===== config.mk =====
export PLATFORM = sky130hd
export DESIGN_NAME = battery_voltage_gauge
export DESIGN_NICKNAME = d
export VERILOG_FILES = /design/src/hdl/bvg_pkg.sv /design/src/hdl/bvg_datapath.sv /design/src/hdl/bvg_controller.sv /design/src/hdl/battery_voltage_gauge.sv
export VERILOG_INCLUDE_DIRS = /design/src /design/src/hdl
export SDC_FILE = /design/constraint.sdc
export NUM_CORES = 2
export LEC_CHECK = 0
export BUFFER_PORTS_ARGS = -buffer_cell sky130_fd_sc_hd__buf_2
export CAP_MARGIN = 10
export CELL_PAD_IN_SITES_DETAIL_PLACEMENT = 1
export CELL_PAD_IN_SITES_GLOBAL_PLACEMENT = 1
export CORE_MARGIN = 1.5
export CORE_UTILIZATION = 46
export CTS_BUF_LIST = sky130_fd_sc_hd__clkbuf_16
export DETAILED_ROUTE_END_ITERATION = 6
export PLACE_DENSITY = 0.75
export SYNTH_ARGS = -nofsm -noshare
export SYNTH_HDL_FRONTEND = slang
export SYNTH_HIERARCHICAL = 1
export SYNTH_SLANG_ARGS = --single-unit
export TNS_END_PERCENT = 5

===== constraint.sdc =====
create_clock -name i_clk -period 6.6 [get_ports i_clk]
set_input_delay 0.66 -clock i_clk [delete_from_list [all_inputs] [get_ports i_clk]]
set_output_delay 0.66 -clock i_clk [all_outputs]
set_load 0.005 [all_outputs]

===== src/hdl/battery_voltage_gauge_defines.svh =====
// ----------------------------------------------------------------------------
// Battery voltage gauge assertion macros
// Concurrent assertion helpers used by the gauge controller. They are empty when
// SYNTH is defined.
// ----------------------------------------------------------------------------
`ifndef BATTERY_VOLTAGE_GAUGE_DEFINES_SVH
`define BATTERY_VOLTAGE_GAUGE_DEFINES_SVH

`ifndef SYNTH
// Property that must hold at every clock edge outside reset.
`define BVG_ASSERT(label, clk, rst_n, prop, msg) \
    label: assert property (@(posedge clk) disable iff (!(rst_n)) (prop)) else $error(msg);
// Condition that must never be true outside reset.
`define BVG_ASSERT_NEVER(label, clk, rst_n, cond, msg) \
    label: assert property (@(posedge clk) disable iff (!(rst_n)) !(cond)) else $error(msg);
`else
`define BVG_ASSERT(label, clk, rst_n, prop, msg)
`define BVG_ASSERT_NEVER(label, clk, rst_n, cond, msg)
`endif

`endif


===== src/hdl/bvg_pkg.sv =====
// ----------------------------------------------------------------------------
// Battery voltage gauge package
// Widths, constants and the controller to datapath command types.
// ----------------------------------------------------------------------------
package bvg_pkg;

    localparam int SAMPLES_DEFAULT = 16;

    localparam int SAMPLE_W = 12;
    localparam int RES_W    = 24;
    localparam int MV_W     = 16;
    localparam int PCT_W    = 7;
    localparam int IDX_W    = 2;

    // Shared divider: numerator/quotient width and divisor width.
    localparam int DIV_N     = 40;
    localparam int DEN_W     = RES_W + 1;
    localparam int DIV_CNT_W = $clog2(DIV_N);

    localparam logic [SAMPLE_W-1:0] ADC_FULL_SCALE_MV = 12'd3300;
    localparam logic [SAMPLE_W-1:0] ADC_MAX_CODE      = 12'd4095;
    localparam logic [MV_W-1:0]     MV_LIMIT          = 16'd65535;
    localparam logic [PCT_W-1:0]    PCT_FULL          = 7'd100;
    localparam logic [PCT_W-1:0]    PCT_EMPTY         = 7'd0;

    // The pin voltage is avg * 3300 / 4095. The product stays below 2^24, so
    // a rounded-up reciprocal of 4095 with a 36-bit shift gives the exact floor.
    localparam int PIN_NUM_W = 2 * SAMPLE_W;
    localparam int PIN_SH    = PIN_NUM_W + SAMPLE_W;
    localparam int PIN_MUL_W = PIN_NUM_W + 1;
    localparam logic [PIN_MUL_W-1:0] PIN_MUL =
        PIN_MUL_W'(((64'd1 << PIN_SH) + 64'(ADC_MAX_CODE) - 64'd1) / 64'(ADC_MAX_CODE));

    localparam logic [RES_W-1:0] UPPER_R_RESET  = 24'd100000;
    localparam logic [RES_W-1:0] LOWER_R_RESET  = 24'd100000;
    localparam logic [MV_W-1:0]  FULL_MV_RESET  = 16'd4200;
    localparam logic [MV_W-1:0]  EMPTY_MV_RESET = 16'd3000;

    typedef enum logic [IDX_W-1:0] {
        REG_UPPER_R,
        REG_LOWER_R,
        REG_FULL_MV,
        REG_EMPTY_MV
    } t_cfg_reg;

    typedef enum logic [3:0] {
        OP_NONE,
        OP_ACCUM,
        OP_LAST,
        OP_AVG,
        OP_DIV,
        OP_LOAD_PIN,
        OP_PIN,
        OP_RSUM,
        OP_LOAD_SCALE,
        OP_VOLT,
        OP_LOAD_PCT,
        OP_PUBLISH
    } t_dp_op;

    typedef struct packed {
        t_dp_op op;
    } t_dp_cmd;

    typedef struct packed {
        logic pct_trivial;
    } t_dp_status;

endpackage


===== src/hdl/bvg_datapath.sv =====
// ----------------------------------------------------------------------------
// Battery voltage gauge datapath
// Configuration registers, sample accumulator, reciprocal multipliers for the
// constant divisions, shared restoring divider and the result register.
// ----------------------------------------------------------------------------
module bvg_datapath #(
    parameter int SAMPLES = bvg_pkg::SAMPLES_DEFAULT
) (
    input  logic                          i_clk,
    input  logic                          i_rst_n,
    input  logic                          i_cfg_wr_en,
    input  logic [bvg_pkg::IDX_W-1:0]     i_cfg_index,
    input  logic [bvg_pkg::RES_W-1:0]     i_cfg_data,
    input  logic [bvg_pkg::SAMPLE_W-1:0]  i_raw_sample,
    input  bvg_pkg::t_dp_cmd              i_cmd,
    output bvg_pkg::t_dp_status           o_status,
    output logic [bvg_pkg::MV_W-1:0]      o_battery_mv,
    output logic [bvg_pkg::PCT_W-1:0]     o_charge_percent,
    output logic                          o_voltage_saturated
);

    localparam int SUM_W      = bvg_pkg::SAMPLE_W + $clog2(SAMPLES);
    localparam int PIN_PROD_W = 2 * bvg_pkg::SAMPLE_W;
    localparam int SC_PROD_W  = bvg_pkg::SAMPLE_W + bvg_pkg::DEN_W;
    localparam int PCT_PROD_W = bvg_pkg::MV_W + bvg_pkg::PCT_W;
    localparam int AVG_SH     = SUM_W + $clog2(SAMPLES);
    localparam int AVG_MUL_W  = SUM_W + 2;
    localparam int AVG_PROD_W = SUM_W + AVG_MUL_W;
    localparam int PIN_Q_W    = bvg_pkg::PIN_NUM_W + bvg_pkg::PIN_MUL_W;

    // Rounded-up reciprocal of SAMPLES; its error is small enough that the
    // shifted product is the exact floor for every sum that fits SUM_W bits.
    localparam logic [AVG_MUL_W-1:0] AVG_MUL =
        AVG_MUL_W'(((64'd1 << AVG_SH) + 64'(SAMPLES) - 64'd1) / 64'(SAMPLES));

    logic [bvg_pkg::RES_W-1:0] r_upper_r;
    logic [bvg_pkg::RES_W-1:0] r_lower_r;
    logic [bvg_pkg::MV_W-1:0]  r_full_mv;
    logic [bvg_pkg::MV_W-1:0]  r_empty_mv;
    logic [SUM_W-1:0]          r_sum;

    logic [bvg_pkg::DIV_N-1:0] r_quot;
    logic [bvg_pkg::DEN_W-1:0] r_rem;
    logic [bvg_pkg::DEN_W-1:0] r_den;
    logic [bvg_pkg::MV_W-1:0]  r_v;
    logic                      r_sat;
    logic [bvg_pkg::MV_W-1:0]  r_out_mv;
    logic [bvg_pkg::PCT_W-1:0] r_out_pct;
    logic                      r_out_sat;

    logic [SUM_W-1:0]          sum_next;
    logic [bvg_pkg::DEN_W:0]   rem_sh;
    logic [bvg_pkg::DEN_W:0]   rem_diff;
    logic                      rem_ge;
    logic [AVG_PROD_W-1:0]     avg_prod;
    logic [PIN_PROD_W-1:0]     pin_prod;
    logic [PIN_Q_W-1:0]        pin_q_prod;
    logic [SC_PROD_W-1:0]      sc_prod;
    logic [PCT_PROD_W-1:0]     pct_prod;
    logic                      at_full;
    logic                      at_empty;
    logic                      v_over;

    assign sum_next = r_sum + SUM_W'(i_raw_sample);

    // One quotient bit per cycle.
    assign rem_sh   = {r_rem, r_quot[bvg_pkg::DIV_N-1]};
    assign rem_diff = rem_sh - {1'b0, r_den};
    assign rem_ge   = (rem_sh >= {1'b0, r_den});

    // Each step below uses one multiplier and works on the registered value
    // left by the step before.
    assign avg_prod   = AVG_PROD_W'(r_quot[SUM_W-1:0]) * AVG_PROD_W'(AVG_MUL);
    assign pin_prod   = PIN_PROD_W'(r_quot[bvg_pkg::SAMPLE_W-1:0])
                      * PIN_PROD_W'(bvg_pkg::ADC_FULL_SCALE_MV);
    assign pin_q_prod = PIN_Q_W'(r_quot[bvg_pkg::PIN_NUM_W-1:0]) * PIN_Q_W'(bvg_pkg::PIN_MUL);
    assign sc_prod    = SC_PROD_W'(r_quot[bvg_pkg::SAMPLE_W-1:0]) * SC_PROD_W'(r_den);
    assign pct_prod   = PCT_PROD_W'(r_v - r_empty_mv) * PCT_PROD_W'(bvg_pkg::PCT_FULL);

    assign at_full  = (r_v >= r_full_mv);
    assign at_empty = (r_v <= r_empty_mv);
    assign v_over   = |r_quot[bvg_pkg::DIV_N-1:bvg_pkg::MV_W];

    assign o_status.pct_trivial = at_full || at_empty;

    // Configuration and accumulator state.
    always_ff @(posedge i_clk) begin
        if (!i_rst_n) begin
            r_upper_r  <= bvg_pkg::UPPER_R_RESET;
            r_lower_r  <= bvg_pkg::LOWER_R_RESET;
            r_full_mv  <= bvg_pkg::FULL_MV_RESET;
            r_empty_mv <= bvg_pkg::EMPTY_MV_RESET;
            r_sum      <= '0;
        end else begin
            if (i_cfg_wr_en) begin
                unique case (bvg_pkg::t_cfg_reg'(i_cfg_index))
                    bvg_pkg::REG_UPPER_R:  r_upper_r  <= i_cfg_data;
                    bvg_pkg::REG_LOWER_R:  r_lower_r  <= i_cfg_data;
                    bvg_pkg::REG_FULL_MV:  r_full_mv  <= i_cfg_data[bvg_pkg::MV_W-1:0];
                    bvg_pkg::REG_EMPTY_MV: r_empty_mv <= i_cfg_data[bvg_pkg::MV_W-1:0];
                    default: ;
                endcase
            end
            if (i_cmd.op == bvg_pkg::OP_ACCUM) begin
                r_sum <= sum_next;
            end else if (i_cmd.op == bvg_pkg::OP_LAST) begin
                r_sum <= '0;
            end
        end
    end

    // Conversion steps, divider and result payload.
    always_ff @(posedge i_clk) begin
        unique case (i_cmd.op)
            bvg_pkg::OP_LAST: begin
                r_quot <= bvg_pkg::DIV_N'(sum_next);
            end
            bvg_pkg::OP_AVG: begin
                r_quot <= bvg_pkg::DIV_N'(avg_prod[AVG_SH +: bvg_pkg::SAMPLE_W]);
            end
            bvg_pkg::OP_DIV: begin
                r_quot <= {r_quot[bvg_pkg::DIV_N-2:0], rem_ge};
                r_rem  <= rem_ge ? rem_diff[bvg_pkg::DEN_W-1:0] : rem_sh[bvg_pkg::DEN_W-1:0];
            end
            bvg_pkg::OP_LOAD_PIN: begin
                r_quot <= bvg_pkg::DIV_N'(pin_prod);
            end
            bvg_pkg::OP_PIN: begin
                r_quot <= bvg_pkg::DIV_N'(pin_q_prod[bvg_pkg::PIN_SH +: bvg_pkg::SAMPLE_W]);
            end
            bvg_pkg::OP_RSUM: begin
                r_den <= bvg_pkg::DEN_W'(r_upper_r) + bvg_pkg::DEN_W'(r_lower_r);
            end
            bvg_pkg::OP_LOAD_SCALE: begin
                r_quot <= bvg_pkg::DIV_N'(sc_prod);
                r_den  <= bvg_pkg::DEN_W'(r_lower_r);
                r_rem  <= '0;
            end
            bvg_pkg::OP_VOLT: begin
                if ((r_lower_r == '0) || v_over) begin
                    r_v   <= bvg_pkg::MV_LIMIT;
                    r_sat <= 1'b1;
                end else begin
                    r_v   <= r_quot[bvg_pkg::MV_W-1:0];
                    r_sat <= 1'b0;
                end
            end
            bvg_pkg::OP_LOAD_PCT: begin
                // Only used when empty < v < full; otherwise ignored.
                r_quot <= bvg_pkg::DIV_N'(pct_prod);
                r_den  <= bvg_pkg::DEN_W'(r_full_mv - r_empty_mv);
                r_rem  <= '0;
            end
            bvg_pkg::OP_PUBLISH: begin
                r_out_mv  <= r_v;
                r_out_sat <= r_sat;
                if (at_full) begin
                    r_out_pct <= bvg_pkg::PCT_FULL;
                end else if (at_empty) begin
                    r_out_pct <= bvg_pkg::PCT_EMPTY;
                end else begin
                    r_out_pct <= r_quot[bvg_pkg::PCT_W-1:0];
                end
            end
            default: ;
        endcase
    end

    assign o_battery_mv        = r_out_mv;
    assign o_charge_percent    = r_out_pct;
    assign o_voltage_saturated = r_out_sat;

endmodule


===== src/hdl/bvg_controller.sv =====
// ----------------------------------------------------------------------------
// Battery voltage gauge controller
// Counts samples and sequences the conversion steps on the shared divider.
// ----------------------------------------------------------------------------
`include "battery_voltage_gauge_defines.svh"

module bvg_controller #(
    parameter int SAMPLES = bvg_pkg::SAMPLES_DEFAULT
) (
    input  logic                i_clk,
    input  logic                i_rst_n,
    input  logic                i_valid,
    output logic                o_stall,
    output logic                o_valid,
    input  logic                i_stall,
    output bvg_pkg::t_dp_cmd    o_cmd,
    input  bvg_pkg::t_dp_status i_status
);

    localparam int CNT_W = $clog2(SAMPLES + 1);

    typedef enum logic [3:0] {
        S_IDLE,
        S_AVG,
        S_LOAD_PIN,
        S_PIN,
        S_RSUM,
        S_LOAD_SC,
        S_SC_DIV,
        S_VOLT,
        S_PCT,
        S_PCT_DIV,
        S_PUBLISH
    } t_state;

    t_state                       r_state;
    t_state                       n_state;
    logic [CNT_W-1:0]             r_count;
    logic [bvg_pkg::DIV_CNT_W-1:0] r_div_cnt;
    logic                         r_out_valid;

    logic in_accept;
    logic last_sample;
    logic div_done;
    logic slot_free;

    assign in_accept   = i_valid && (r_state == S_IDLE);
    assign last_sample = (r_count == CNT_W'(SAMPLES - 1));
    assign div_done    = (r_div_cnt == bvg_pkg::DIV_CNT_W'(bvg_pkg::DIV_N - 1));
    assign slot_free   = !r_out_valid || !i_stall;

    always_comb begin
        o_cmd.op = bvg_pkg::OP_NONE;
        n_state  = r_state;
        unique case (r_state)
            S_IDLE: begin
                if (i_valid) begin
                    if (last_sample) begin
                        o_cmd.op = bvg_pkg::OP_LAST;
                        n_state  = S_AVG;
                    end else begin
                        o_cmd.op = bvg_pkg::OP_ACCUM;
                    end
                end
            end
            S_AVG: begin
                o_cmd.op = bvg_pkg::OP_AVG;
                n_state  = S_LOAD_PIN;
            end
            S_LOAD_PIN: begin
                o_cmd.op = bvg_pkg::OP_LOAD_PIN;
                n_state  = S_PIN;
            end
            S_PIN: begin
                o_cmd.op = bvg_pkg::OP_PIN;
                n_state  = S_RSUM;
            end
            S_RSUM: begin
                o_cmd.op = bvg_pkg::OP_RSUM;
                n_state  = S_LOAD_SC;
            end
            S_LOAD_SC: begin
                o_cmd.op = bvg_pkg::OP_LOAD_SCALE;
                n_state  = S_SC_DIV;
            end
            S_SC_DIV: begin
                o_cmd.op = bvg_pkg::OP_DIV;
                if (div_done) n_state = S_VOLT;
            end
            S_VOLT: begin
                o_cmd.op = bvg_pkg::OP_VOLT;
                n_state  = S_PCT;
            end
            S_PCT: begin
                o_cmd.op = bvg_pkg::OP_LOAD_PCT;
                n_state  = i_status.pct_trivial ? S_PUBLISH : S_PCT_DIV;
            end
            S_PCT_DIV: begin
                o_cmd.op = bvg_pkg::OP_DIV;
                if (div_done) n_state = S_PUBLISH;
            end
            S_PUBLISH: begin
                if (slot_free) begin
                    o_cmd.op = bvg_pkg::OP_PUBLISH;
                    n_state  = S_IDLE;
                end
            end
            default: n_state = S_IDLE;
        endcase
    end

    always_ff @(posedge i_clk) begin
        if (!i_rst_n) begin
            r_state     <= S_IDLE;
            r_count     <= '0;
            r_div_cnt   <= '0;
            r_out_valid <= 1'b0;
        end else begin
            r_state <= n_state;
            if (in_accept) begin
                r_count <= last_sample ? '0 : r_count + 1'b1;
            end
            if (o_cmd.op == bvg_pkg::OP_DIV) begin
                r_div_cnt <= div_done ? '0 : r_div_cnt + 1'b1;
            end
            if (o_cmd.op == bvg_pkg::OP_PUBLISH) begin
                r_out_valid <= 1'b1;
            end else if (!i_stall) begin
                r_out_valid <= 1'b0;
            end
        end
    end

    assign o_stall = (r_state != S_IDLE);
    assign o_valid = r_out_valid;

    `BVG_ASSERT_NEVER(a_no_overwrite, i_clk, i_rst_n, (o_cmd.op == bvg_pkg::OP_PUBLISH) && r_out_valid && i_stall, "result overwritten before it was taken")
    `BVG_ASSERT(a_last_starts_avg, i_clk, i_rst_n, (o_cmd.op == bvg_pkg::OP_LAST) |=> ((r_state == S_AVG) && (r_div_cnt == '0)), "conversion did not start cleanly")
    `BVG_ASSERT(a_pct_div_to_pub, i_clk, i_rst_n, ((r_state == S_PCT_DIV) && div_done) |=> (r_state == S_PUBLISH), "percent division did not finish")
    `BVG_ASSERT_NEVER(a_count_range, i_clk, i_rst_n, r_count > CNT_W'(SAMPLES - 1), "sample count out of range")

endmodule


===== src/hdl/battery_voltage_gauge.sv =====
// ----------------------------------------------------------------------------
// Battery voltage gauge top level
// Samples that do not close a block are taken in one cycle each. The closing sample stalls
// input until its result is published, through the conversion steps and two 40-step
// divisions (one when the voltage is at or beyond a level), plus any time the previous
// result still waits at the output.
// Reset is synchronous and active low: sum, count and output valid clear, registers take
// defaults.
// ----------------------------------------------------------------------------
//
// Overview
//   Raw 12-bit ADC samples are summed. Every SAMPLES transactions the block
//   computes:
//     avg     = sum / SAMPLES
//     pin_mv  = avg * 3300 / 4095
//     v       = pin_mv * (upper + lower) / lower, clamped at 65535 with a flag
//     percent = (v - empty) * 100 / (full - empty), clamped to 0..100
//   The two divisions by constants are reciprocal multiplications. The two
//   divisions by configured values share one bit-serial restoring divider.
//   Each multiplication result is registered before it is used again. A zero
//   lower resistor forces the saturated voltage. When the voltage is at or
//   above the full level, or at or below the empty level, the percent
//   division is skipped.
//
// Throughput
//   One result per SAMPLES input transactions. The result sits in an output
//   register, so sampling resumes while it waits to be taken; a following
//   result waits in the publish step until the register is free.
//
// Configuration
//   Registers are written through a plain write port and should only be
//   written while no conversion is in flight.
//
module battery_voltage_gauge #(
    parameter int SAMPLES = bvg_pkg::SAMPLES_DEFAULT
) (
    input  logic                          i_clk,
    input  logic                          i_rst_n,
    input  logic                          i_cfg_wr_en,
    input  logic [bvg_pkg::IDX_W-1:0]     i_cfg_index,
    input  logic [bvg_pkg::RES_W-1:0]     i_cfg_data,
    input  logic                          i_valid,
    output logic                          o_stall,
    input  logic [bvg_pkg::SAMPLE_W-1:0]  i_raw_sample,
    output logic                          o_valid,
    input  logic                          i_stall,
    output logic [bvg_pkg::MV_W-1:0]      o_battery_mv,
    output logic [bvg_pkg::PCT_W-1:0]     o_charge_percent,
    output logic                          o_voltage_saturated
);

    // Command from the sequencer and status back from the datapath.
    bvg_pkg::t_dp_cmd    dp_cmd;
    bvg_pkg::t_dp_status dp_status;

    // The controller owns the handshakes, the sample count, the divider step
    // count and the output valid flag.
    bvg_controller #(
        .SAMPLES (SAMPLES)
    ) u_ctrl (
        .i_clk    (i_clk),
        .i_rst_n  (i_rst_n),
        .i_valid  (i_valid),
        .o_stall  (o_stall),
        .o_valid  (o_valid),
        .i_stall  (i_stall),
        .o_cmd    (dp_cmd),
        .i_status (dp_status)
    );

    // The datapath holds the configuration, the accumulator, the divider and
    // the result payload.
    bvg_datapath #(
        .SAMPLES (SAMPLES)
    ) u_dp (
        .i_clk               (i_clk),
        .i_rst_n             (i_rst_n),
        .i_cfg_wr_en         (i_cfg_wr_en),
        .i_cfg_index         (i_cfg_index),
        .i_cfg_data          (i_cfg_data),
        .i_raw_sample        (i_raw_sample),
        .i_cmd               (dp_cmd),
        .o_status            (dp_status),
        .o_battery_mv        (o_battery_mv),
        .o_charge_percent    (o_charge_percent),
        .o_voltage_saturated (o_voltage_saturated)
    );

endmodule


==> out/qor.yml <==
status:
  outcome: "complete, no violations"
finish:
  fillers: 7571
  final_common_cell: "inv_1"
  drive_gt1_share_pct: 6.97
  fin_area_mm2: 0.0326
  area_delta_synth_final_pct: 8.75
  post-route-util_pct: 50.6
  nets: 4184
  most-common-layout-cells: "inv_1 (514), nand2_1 (496), ha_1 (411)"
worst_setup_path:
  crit_family: "adder cells"
  critical_path_class: "flop to flop"
  path_buf_inv: 3
  crit_arrival_ns: 6.63
  r2r_end: "u_dp/r_quot[36]$_DFFE_PP_"
  reg2reg_slack_ns: 0.31
  crit_path_end_kind: "flop"
  slowest_stage: "edfxtp_1"
  reg2reg_from: "u_dp/r_den[6]$_DFFE_PP_"
  required_ns: 6.94
  reg2reg_depth: 19
  cpMostUsedCell: "fa_1"
  cp-start-kind: "flop"
  cp_cell_sequence: "inv_1 > nor2_1 > fa_1 > fa_1 > fa_1 > fa_1 > inv_1 > fa_1 > inv_1 > ha_1 > and4_1 > o2111a_1 > o21ai_1 > a21oi_2 > o31ai_2 > o31ai_2 > o22ai_1 > xnor2_1 > o21ai_0"
  worst_path_largest_cell_delay_ns: 0.63
  critPathMaxFanout: 11
floorplan:
  die_y_um: 258
  die_area_mm2: 0.0668
  rows: 93
  pin_count: 69
  dieWidth_um: 258
  start_util_pct: 46.6
  core_region_area_mm2: 0.0645
yosys:
  async_flop_share_pct: 0
  yosys_warnings: 6
  synth-edff-count: 131
  ys_seq_area_share_pct: 20.6
  synth.distinct_cells: 97
  syn_nets: 4137
  syn_area_mm2: 0.0300
  synth_ff_type: "edfxtp_1"
  ys_seq_elements: 243
  synth_cells: 3401
  avgSynthCellArea_um2: 8.83
min_path:
  hold_path.class: "input pin to flop"
  holdPathEnd: "u_dp/r_lower_r[16]$_SDFFE_PN1P_"
  min_delay_path_depth: 3
  hold_start: "i_cfg_data[16]"
global_routing:
  grt_util_all_layers_pct: 29.8
  grt_max_degree: 103
  overflow: 0
  grt_pass1_wl_um: 155000
  antenna_found_initial: 2
  grt_pass1_vias: 26900
sta:
  fmax_mhz: 159
  tightest_slew_ns: 1.31
  finalSetupViolCount: 0
  slew_headroom_pct: 12.2
  fin_worst_skew_ns: 0.0289
  fin_tns_setup_ns: 0
  hold_viol_final: 0
  maxSlewViolCount: 0
  period_share_pct: 95.3
  rsz0062_at_grt: "false"
  period_minus_slack_ns: 6.29
placed_design:
  dpl_cell_area_mm2: 0.0316
  gp_congestion: 0.922
  io_buffer_count: 68
  hpwl_um: 79900
detailed_routing:
  route.vias.total: 25000
  drt_iter0_markers: 1724
  vias_per_cell: 5.78
  dr.pass1.iters: 6
  routedWlPerCell_um: 22.7
  drc: 0
  detail-route-antenna-nets: 0
  drt-total-wl_um: 98100
clocking:
  insertion_delay_ns: 0.62
  cts_tree: "built"
  cts_buffer_depth: 3
  cts_root_buf: "clkbuf_16"
  clk_pin_slew_ns: 0.06
  cts-htree-levels: 1
  cts_buffers: 31
  cts_sinks: 243
job:
  drv_cap: 0
metrics by stage:
stage	cells	worst slack [ns]	hold WS, ns
detailed placement	4266	0.152	0.431
global route	4328	0.00509	0.297
global placement	4266	0.399	0.424
floorplan	3401	0.425	0.400
finish	4329	0.307	0.282
CTS	4324	0.159	0.256
worst min-delay path, cell delays in order:
cell,delay [ns]
buf_2,0.10
nand2_1,0.05
nand3_1,0.07
what timing repair did:
item,CTS,global route
endpoints found under the setup margin,0,6
hold buffers,0,0
buffers inserted,0,3
gates resized for setup,0,4
state kept, by name (all words and copies together), names as in the netlist:
name	count
u_ctrl/r_div_cnt	6
u_ctrl/o_valid	1
u_ctrl/r_count	5
u_dp/r_full_mv	16
u_dp/r_lower_r	24
u_dp/r_sum	16
u_dp/o_charge_percent	7
u_dp/r_upper_r	24
u_dp/r_quot	40
u_dp/o_battery_mv	16
u_dp/r_v	16
u_ctrl/r_state	4
u_dp/r_empty_mv	16
u_dp/r_sat	1
u_dp/o_voltage_saturated	1
u_dp/r_rem	25
u_dp/r_den	25
Yosys cell counts, types with 6 or more instances:
cell type / n / share of area [%]
a211oi_1: 19 / 0.48
nor2_1: 167 / 2.1
edfxtp_1: 131 / 13
o211ai_1: 28 / 0.70
o21ai_1: 12 / 0.20
a21boi_0: 63 / 1.6
o21ai_0: 104 / 1.7
xor2_1: 69 / 2.0
a22oi_1: 22 / 0.55
o221ai_1: 11 / 0.32
nor2b_1: 41 / 0.85
nand2_1: 496 / 6.2
a21o_1: 79 / 2.0
a21oi_1: 141 / 2.4
o22ai_1: 6 / 0.13
o21bai_1: 18 / 0.45
inv_1: 511 / 6.4
o31ai_1: 10 / 0.25
a31oi_1: 18 / 0.38
clkbuf_1: 116 / 1.5
nand3_1: 46 / 0.77
nand4_1: 15 / 0.31
a221oi_1: 12 / 0.35
xnor2_1: 83 / 2.4
fa_1: 282 / 19
and4_1: 6 / 0.18
a222oi_1: 10 / 0.33
or3_1: 15 / 0.31
nand2b_1: 27 / 0.56
nor3b_1: 6 / 0.15
o21a_1: 26 / 0.65
ha_1: 411 / 17
dfxtp_1: 112 / 7.5
and2_1: 59 / 1.2
nor3_1: 41 / 0.68
mux2i_1: 31 / 1.0
nor4_1: 21 / 0.44
or2_2: 9 / 0.19
and3_1: 15 / 0.31
cell families after synthesis:
kind of cell    synth area share [%]
fa+ha+maj                       35.9
compound gates                  14.7
flops                           20.6
mux                             1.07
simple gates                    15.1
xor+xnor                        4.44
buf+inv                         8.18
metal layers:
metal,track usage [%],vias up,wire (um)
met5,0,-,0
met4,8.06,0,2710
met3,3.08,157,5080
met2,49.3,627,45800
met1,41.4,12700,44600
li1,-,11500,-
area by class of cell:
cell class	count	area (um2)	share of cell area, %
tap	855	1070	3.28
sequential	243	6180	18.9
multi-input combinational	2514	21500	65.7
timing repair buffer	142	975	2.99
clock inverter	24	171	0.525
inverter	516	1940	5.93
antenna	1	2.50	0.00767
clock buffer	34	851	2.61
worst max path at each step:
stage	startpoint	endpoint	slack, ns	depth (start not counted)
finish	u_dp/r_den[6]$_DFFE_PP_	u_dp/r_quot[36]$_DFFE_PP_	0.31	19
global route	u_dp/r_quot[8]$_DFFE_PP_	u_dp/r_quot[21]$_DFFE_PP_	0.005	20
CTS	u_dp/r_den[5]$_DFFE_PP_	u_dp/r_quot[26]$_DFFE_PP_	0.16	19
detailed placement	u_dp/r_den[5]$_DFFE_PP_	u_dp/r_quot[26]$_DFFE_PP_	0.15	19
global placement	u_dp/r_den[7]$_DFFE_PP_	u_dp/r_quot[26]$_DFFE_PP_	0.40	19
floorplan	u_dp/r_quot[7]$_DFFE_PP_	u_dp/r_quot[34]$_DFFE_PP_	0.43	20
Power is left out: the tool's default activity adds up to more than one toggle a clock period on the data nets, which glitch-free logic cannot reach.
